$ cat config.mk
export PLATFORM = sky130hd
export DESIGN_NAME = accumulator_alu_with_flags
export DESIGN_NICKNAME = d
export VERILOG_FILES = /design/src/rtl/aalu_pkg.sv /design/src/rtl/aalu_core.sv /design/src/rtl/accumulator_alu_with_flags.sv
export SDC_FILE = /design/constraint.sdc
export NUM_CORES = 1
export LEC_CHECK = 0
export CAP_MARGIN = 25
export CORE_MARGIN = 3
export CORE_UTILIZATION = 50
export CTS_BUF_LIST = sky130_fd_sc_hd__clkbuf_4
export DETAILED_ROUTE_END_ITERATION = 10
export DONT_BUFFER_PORTS = 1
export GPL_TIMING_DRIVEN = 0
export HOLD_SLACK_MARGIN = 0.08
export PLACE_DENSITY = 0.76
export SLEW_MARGIN = 20
export SYNTH_ARGS = -nofsm -noshare
export SYNTH_HDL_FRONTEND = slang
export SYNTH_SLANG_ARGS = --single-unit
$ cat constraint.sdc
create_clock -name clk -period 7.9 [get_ports clk]
set_clock_uncertainty 0.1 [all_clocks]
set_input_delay 1.58 -clock clk [delete_from_list [all_inputs] [get_ports clk]]
set_output_delay 1.58 -clock clk [all_outputs]
set_load 0.01 [all_outputs]
$ cat src/rtl/aalu_pkg.sv
// Shared types and opcode codes for the 8-bit accumulator ALU.
// No dependencies; imported by aalu_core and accumulator_alu_with_flags.
package aalu_pkg;

  // Operation codes
  localparam logic [3:0] OP_ADD  = 4'd0;
  localparam logic [3:0] OP_ADC  = 4'd1;
  localparam logic [3:0] OP_SUB  = 4'd2;
  localparam logic [3:0] OP_SBC  = 4'd3;
  localparam logic [3:0] OP_AND  = 4'd4;
  localparam logic [3:0] OP_XOR  = 4'd5;
  localparam logic [3:0] OP_OR   = 4'd6;
  localparam logic [3:0] OP_CP   = 4'd7;
  localparam logic [3:0] OP_INC  = 4'd8;
  localparam logic [3:0] OP_DEC  = 4'd9;
  localparam logic [3:0] OP_RLCA = 4'd10;
  localparam logic [3:0] OP_RLA  = 4'd11;
  localparam logic [3:0] OP_LOAD = 4'd12;

  // Z, N, H, C flag set
  typedef struct packed {
    logic z;
    logic n;
    logic h;
    logic c;
  } aalu_flags_t;

  // Outcome of one operation
  typedef struct packed {
    logic [7:0]  res;
    logic [7:0]  acc;
    aalu_flags_t flags;
  } aalu_out_t;

endpackage

$ cat src/rtl/aalu_core.sv
// Combinational ALU: one operation on the accumulator, operand and flags.
// Depends on aalu_pkg for opcodes and the flag/result structs.
module aalu_core
  import aalu_pkg::*;
(
  input  logic [3:0]  opcode,
  input  logic [7:0]  operand,
  input  logic [7:0]  acc,
  input  aalu_flags_t flags,
  output aalu_out_t   alu_out
);

  logic       cin;
  logic [8:0] sum9;
  logic [4:0] hsum5;
  logic [8:0] dif9;
  logic [4:0] hdif5;
  logic [7:0] inc8;
  logic [7:0] dec8;

  // carry-in only for the with-carry forms
  assign cin = ((opcode == OP_ADC) || (opcode == OP_SBC)) ? flags.c : 1'b0;

  // Shared adder and subtractor, with nibble copies for the half carry
  assign sum9  = {1'b0, acc} + {1'b0, operand} + {8'd0, cin};
  assign hsum5 = {1'b0, acc[3:0]} + {1'b0, operand[3:0]} + {4'd0, cin};
  assign dif9  = {1'b0, acc} - {1'b0, operand} - {8'd0, cin};
  assign hdif5 = {1'b0, acc[3:0]} - {1'b0, operand[3:0]} - {4'd0, cin};
  assign inc8  = operand + 8'd1;
  assign dec8  = operand - 8'd1;

  always_comb begin
    alu_out.acc   = acc;
    alu_out.flags = flags;
    alu_out.res   = acc;
    case (opcode)
      OP_ADD, OP_ADC: begin
        alu_out.acc   = sum9[7:0];
        alu_out.flags = '{z: (sum9[7:0] == 8'd0), n: 1'b0, h: hsum5[4], c: sum9[8]};
      end
      OP_SUB, OP_SBC: begin
        alu_out.acc   = dif9[7:0];
        alu_out.flags = '{z: (dif9[7:0] == 8'd0), n: 1'b1, h: hdif5[4], c: dif9[8]};
      end
      OP_CP: begin
        alu_out.flags = '{z: (dif9[7:0] == 8'd0), n: 1'b1, h: hdif5[4], c: dif9[8]};
      end
      OP_AND: begin
        alu_out.acc   = acc & operand;
        alu_out.flags = '{z: ((acc & operand) == 8'd0), n: 1'b0, h: 1'b1, c: 1'b0};
      end
      OP_XOR: begin
        alu_out.acc   = acc ^ operand;
        alu_out.flags = '{z: ((acc ^ operand) == 8'd0), n: 1'b0, h: 1'b0, c: 1'b0};
      end
      OP_OR: begin
        alu_out.acc   = acc | operand;
        alu_out.flags = '{z: ((acc | operand) == 8'd0), n: 1'b0, h: 1'b0, c: 1'b0};
      end
      OP_INC: begin
        // accumulator untouched, carry kept
        alu_out.flags = '{z: (inc8 == 8'd0), n: 1'b0, h: (operand[3:0] == 4'hF),
                          c: flags.c};
      end
      OP_DEC: begin
        alu_out.flags = '{z: (dec8 == 8'd0), n: 1'b1, h: (operand[3:0] == 4'h0),
                          c: flags.c};
      end
      OP_RLCA: begin
        alu_out.acc   = {acc[6:0], acc[7]};
        alu_out.flags = '{z: 1'b0, n: 1'b0, h: 1'b0, c: acc[7]};
      end
      OP_RLA: begin
        alu_out.acc   = {acc[6:0], flags.c};
        alu_out.flags = '{z: 1'b0, n: 1'b0, h: 1'b0, c: acc[7]};
      end
      OP_LOAD: begin
        alu_out.acc = operand;
      end
      default: begin
        // unused codes: no operation
        alu_out.acc = acc;
      end
    endcase

    // inc/dec report the operand result, everything else the new accumulator
    if (opcode == OP_INC) begin
      alu_out.res = inc8;
    end else if (opcode == OP_DEC) begin
      alu_out.res = dec8;
    end else begin
      alu_out.res = alu_out.acc;
    end
  end

endmodule

$ cat src/rtl/accumulator_alu_with_flags.sv
// 8-bit accumulator ALU with Z/N/H/C flags: input register, ALU, result register.
// Words pass the input register, then the result register; throughput one word per cycle
// unless the output stalls, set by the single accumulator/flag feedback path through aalu_core.
// The input stage can take one word while a result waits, stalling only when full.
// Reset (rst_n low, synchronous) clears the accumulator, flags and valid bits.
// Depends on aalu_pkg and aalu_core.
module accumulator_alu_with_flags
  import aalu_pkg::*;
(
  input  logic       clk,
  input  logic       rst_n,
  input  logic       in_valid,
  output logic       in_stall,
  input  logic [3:0] in_opcode,
  input  logic [7:0] in_operand,
  output logic       out_valid,
  input  logic       out_stall,
  output logic [7:0] out_result,
  output logic [7:0] out_accumulator,
  output logic       out_zero_flag,
  output logic       out_subtract_flag,
  output logic       out_half_carry_flag,
  output logic       out_carry_flag
);

  logic        in_vld_r;
  logic [3:0]  op_r;
  logic [7:0]  opnd_r;
  logic [7:0]  acc_r;
  aalu_flags_t flags_r;
  logic        out_vld_r;
  aalu_out_t   res_r;
  aalu_out_t   alu_nxt;
  logic        in_take;
  logic        advance;

  // Handshake: advance moves the input word into the result register
  assign advance  = in_vld_r && (!out_vld_r || !out_stall);
  assign in_stall = in_vld_r && !advance;
  assign in_take  = in_valid && !in_stall;

  aalu_core u_core (
    .opcode  (op_r),
    .operand (opnd_r),
    .acc     (acc_r),
    .flags   (flags_r),
    .alu_out (alu_nxt)
  );

  // Input register
  always_ff @(posedge clk) begin
    if (!rst_n) begin
      in_vld_r <= 1'b0;
    end else if (in_take) begin
      in_vld_r <= 1'b1;
    end else if (advance) begin
      in_vld_r <= 1'b0;
    end
  end

  always_ff @(posedge clk) begin
    if (in_take) begin
      op_r   <= in_opcode;
      opnd_r <= in_operand;
    end
  end

  // Architectural state: accumulator and flags
  always_ff @(posedge clk) begin
    if (!rst_n) begin
      acc_r   <= 8'd0;
      flags_r <= '0;
    end else if (advance) begin
      acc_r   <= alu_nxt.acc;
      flags_r <= alu_nxt.flags;
    end
  end

  // Result register
  always_ff @(posedge clk) begin
    if (!rst_n) begin
      out_vld_r <= 1'b0;
    end else if (advance) begin
      out_vld_r <= 1'b1;
    end else if (!out_stall) begin
      out_vld_r <= 1'b0;
    end
  end

  always_ff @(posedge clk) begin
    if (advance) begin
      res_r <= alu_nxt;
    end
  end

  assign out_valid           = out_vld_r;
  assign out_result          = res_r.res;
  assign out_accumulator     = res_r.acc;
  assign out_zero_flag       = res_r.flags.z;
  assign out_subtract_flag   = res_r.flags.n;
  assign out_half_carry_flag = res_r.flags.h;
  assign out_carry_flag      = res_r.flags.c;

endmodule

== Word-level counts from Yosys, hierarchy flattened ==
Cells that the tools add are included.
Word-level totals
  register bits: 46
  bits of input ports: 16
  output and inout bits: 22
  word-level logic and storage cells: 74
Operators by class
  add/sub/neg operators: 10
  eq/ne operators: 14
  multiplexer cells: 9
  bitwise gates (word level): 3
  reductions and logical operators: 23
Operators with widths (number)
  $pmux 8 s8: 1
  $logic_not 8->1: 7
  $pmux 4 s8: 1
  $eq 4x4->1 const B: 6
  $eq 4x3->1 const B: 4
  $mux 8: 2
  $add 8x8->9: 1
  $add 9x1->9: 1
  $sub 8x8->9: 1
  $sub 9x1->9: 1
  $add 8x1->8 const B: 1
  $and 8x8->8: 1
  $eq 4x2->1 const B: 2
  $logic_not 4->1: 2
  $or 8x8->8: 1
  $sub 8x1->8 const B: 1
  $xor 8x8->8: 1
  $reduce_or 2->1: 3
  $add 4x4->5: 1
  $add 5x1->5: 1
  $mux 1: 5
  $sub 4x4->5: 1
  $sub 5x1->5: 1
  $eq 4x1->1 const B: 1
  6 further kinds: 12

== Depth between registers and ports, before layout ==
  depth in word-level cells: 8
  depth in mapped cells: 15
  mapped depth without buffers: 13

== Hierarchy ==
From an unflattened synthesis, not the netlist that was laid out.
Second synthesis, totals
  cells, all modules: 433
  area total of the unflattened synthesis: 3950.0 sq um
Modules (own cells, without submodules)
  aalu_core: times used 1, cells an instance 341, area an instance 2412.3 sq um, seq. area each 0.0 sq um
  accumulator_alu_with_flags: times used 1, cells an instance 92, area an instance 1537.7 sq um, seq. area each 1241.2 sq um

== Worst setup path before layout ==
OpenSTA, ideal clock, no wires.
  kind: input-to-output
  start: input out_stall
  end: output in_stall
  arrival time: 1800 ps
  data required time: 6220 ps
  path slack: 4420 ps
  stages: 1
  path buffers: 0
  path through: and3_1
Between the ends
  longest elaborated chain between the ends: 5
RTL lines
  start: declaration: RTL line accumulator_alu_with_flags.sv:17  | input logic out_stall,
  $logic_not 1->1
  $logic_or 1x1->1: RTL line accumulator_alu_with_flags.sv:38  | assign advance = in_vld_r && (!out_vld_r || !out_stall);
  $logic_and 1x1->1: RTL line accumulator_alu_with_flags.sv:38
  $logic_not 1->1: RTL line accumulator_alu_with_flags.sv:39  | assign in_stall = in_vld_r && !advance;
  $logic_and 1x1->1: RTL line accumulator_alu_with_flags.sv:39
  end: declaration: RTL line accumulator_alu_with_flags.sv:13  | output logic in_stall,
No other way between the ends.

==> out/results.txt <==
CTS tree: yes
Ys Warns: 0
CP Class: flop to flop
H-tree depth: 2
Final Critical Period: 4.306 ns
Pleak: 0.001559 µW
Num rows: 31
Post-synthesis sequential area ratio: 0.3198
Port bufs: 0
Max-slew violations: 0
EDFF count, synth: 32
Crit. End Element: flop
Core area: 7408 µm²
Synth unique cells: 71
I/O pin total: 38
Final GP Congestion: 0.9915
Vias in the first global route: 3194
Max-slew headroom: 0.4024
Switch share: 0.3568
Run status: completed
Filler cells: 680
Clk slew on worst S/H paths: 0.15 ns
Largest net degree at the start of global routing: 29
Initial antenna violation count: 0
Clock Tree Buf Depth: 2
Flops & latches, synth: 46
Tcrit/Tclk final: 0.5451
Max Cap Viol: 0
Required @ worst endpoint: 7.93 ns
Mapped Cells: 423
Clock power frac: 0.237
Hold path start: in_vld_r$_SDFFE_PN0P_
Avg Inst Size Synth: 9.175 µm²
Syn Std Cell Area: 3881 µm²
Post-DP HPWL: 9.051 mm
Share of layout cells above drive strength 1: 0.1181
Worst r2r src: op_r[0]$_DFFE_PP_
Yosys top cell by area: edfxtp_1
Clock root buffer master: clkbuf_4
Power per cell area: 160.8 nW/µm²
RSZ-0062 raised after global routing: false
DR vias/cell: 6.399
Internal power: 423.4 µW
TritonCTS Sinks: 46
Wirelength per Cell: 21.69 µm
Postcts setup bufs: 0
Width of the chip: 94.11 µm
Combinational Power Share: 0.312
Drc violations: 0
Syn Nets: 477
CTS resizes: 0
Switching pwr: 234.9 µW
Setup violators final: 0
Hold Crit Class: flop to flop
Commonest non-fill, non-tap cell in the layout: ha_1
Initial DRC count: 491
CP arrival: 4.33 ns
Routed vias: 3398
CP startpoint: op_r[0]$_DFFE_PP_
CTS Hold Buffers Added: 0
Register share of total power: 0.451
Max Clock Freq: 232.2 MHz
CP Launch Type: flop
Initial core utilization: 0.5239
First-pass GRT wire length: 17.89 mm
Most frequent cells in the layout: 34 x ha_1, 32 x edfxtp_1, 31 x nor2_1, 29 x nand2_1, 25 x inv_1
Sequence of cells on the critical path: buf_4, buf_4, buf_2, nand3_1, inv_1, fa_1, inv_1, ha_1, o21ai_1, a21boi_1, o31a_1, xnor2_1, mux2i_1, a211oi_1, o22ai_1
Critical Path Max Stage Delay: 0.60 ns
Setup_tns: 0 ns
Worst skew pair latency: 0.40 ns
CTS Buf Count: 5
VDD IR-drop max: 74.87 µV
Gr ovfl total: 0
Post-route ant nets: 0
Nets: 485
Final Core Density: 0.5526
Number of diodes: 0
CP max stage cell: fa_1
Area Overhead vs Synth: 5.480%
Drt first pass iters: 5
DIE HEIGHT: 94.11 µm
Worst Tran Pin Value: 0.8908 ns
Final WL: 11.52 mm
Main flop type after synthesis: edfxtp_1
Largest fanout on the critical path: 10
Die footprint: 8856 µm²
Main area contributors after synthesis: edfxtp_1 25%, ha_1 11%, dfxtp_1 7.2%
Post-synth top area share: 0.2476
GRT Total Usage: 0.2717
Final hold vios: 0
Ys async rst share: 0
==> final cells by class <==
class | instances | area (µm²) | area share
multi-input cells | 325 | 2397 | 0.5856
flip-flops and latches | 46 | 1241 | 0.3032
plain buffers | 23 | 133.9 | 0.03270
well taps | 99 | 123.9 | 0.03026
inverters | 29 | 108.9 | 0.02659
clock inverters | 3 | 43.79 | 0.01070
clock buffers | 5 | 37.54 | 0.009169
repair buffers | 1 | 7.507 | 0.001834
==> registers in the layout (all words and copies together), names as in the netlist <==
name,flops
acc_r,8
opnd_r,8
out_accumulator,8
out_result,8
flags_r,4
op_r,4
in_vld_r,1
out_carry_flag,1
out_half_carry_flag,1
out_subtract_flag,1
out_valid,1
out_zero_flag,1
==> per-layer routing <==
| metal | GRT usage | vias up | part of all wire |
|---|---|---|---|
| li1 | - | 1570 | - |
| met1 | 0.3670 | 1638 | 0.43 |
| met2 | 0.4400 | 166 | 0.47 |
| met3 | 0.05128 | 24 | 0.075 |
| met4 | 0.08063 | 0 | 0.025 |
| met5 | 0 | - | 0 |
==> kinds of logic (layout without fill, tap and decap cells) <==
family                     Yosys count  after routing  share of synthesized area
xor gates and xnor gates            25             25                    0.05642
DFF                                 46             46                     0.3198
and+or+nand+nor                    135            135                     0.1841
muxes                               10             10                    0.02643
AOI/OAI and AO/OA                  117            117                     0.2205
buffers and inverters               52             61                    0.06254
adders and majority gates           38             38                     0.1302
==> cell usage after synthesis, types with 6 or more instances <==
library cell  number
ha_1              34
edfxtp_1          32
nor2_1            31
nand2_1           29
inv_1             25
a21oi_1           23
o21ai_0           21
xnor2_1           17
dfxtp_1           14
nor3_1            13
buf_2             11
nand3_1            9
nor2b_1            9
mux2i_1            8
nand2b_1           8
xor2_1             8
nand4_1            7
a21boi_1           6
o221ai_1           6
o22ai_1            6
==> worst max-delay path, delay by kind of cell (launching register included) <==
kind / cells / cell delay [ns]
multiplexers: 1 / 0.13
flip-flops: 1 / 0.38
AND/OR/NAND/NOR: 1 / 0.21
buffers and inverters: 5 / 0.77
AO/OA/AOI/OAI: 5 / 1.40
adder cells (fa/ha/maj): 2 / 0.79
XOR/XNOR: 1 / 0.30
==> power groups by stage <==
stage | clock network (µW) | logic, µW | registers, µW
after floorplan | 0 | 150 | 297
after global placement | 0 | 199 | 302
after detailed placement | 0 | 201 | 303
after CTS | 160 | 202 | 297
after global routing | 167 | 224 | 300
final | 156 | 205 | 297
==> through the flow <==
| stage | hold WS (ns) | instances | setup WS (ns) | total power, µW | instance area (µm²) |
|---|---|---|---|---|---|
| after floorplan | 0.3647 | 423 | 4.420 | 446.8 | 3881 |
| after global placement | 0.3893 | 522 | 3.676 | 501.3 | 4005 |
| after detailed placement | 0.3975 | 523 | 3.649 | 503.5 | 4013 |
| after CTS | 0.4299 | 531 | 3.632 | 658.9 | 4094 |
| after global routing | 0.4644 | 531 | 3.375 | 690.8 | 4094 |
| final | 0.4278 | 531 | 3.594 | 658.3 | 4094 |
==> path summary, 6_finish.rpt <==
kind | end | slack [ns] | cells past startpoint
min | out_valid$_SDFFE_PN0P_ | 0.43 | 2
max reg2reg | out_result[5]$_DFFE_PP_ | 3.59 | 15
max | out_result[5]$_DFFE_PP_ | 3.59 | 15
min reg2reg | out_valid$_SDFFE_PN0P_ | 0.43 | 2
Power figures use the tool's default switching activity.
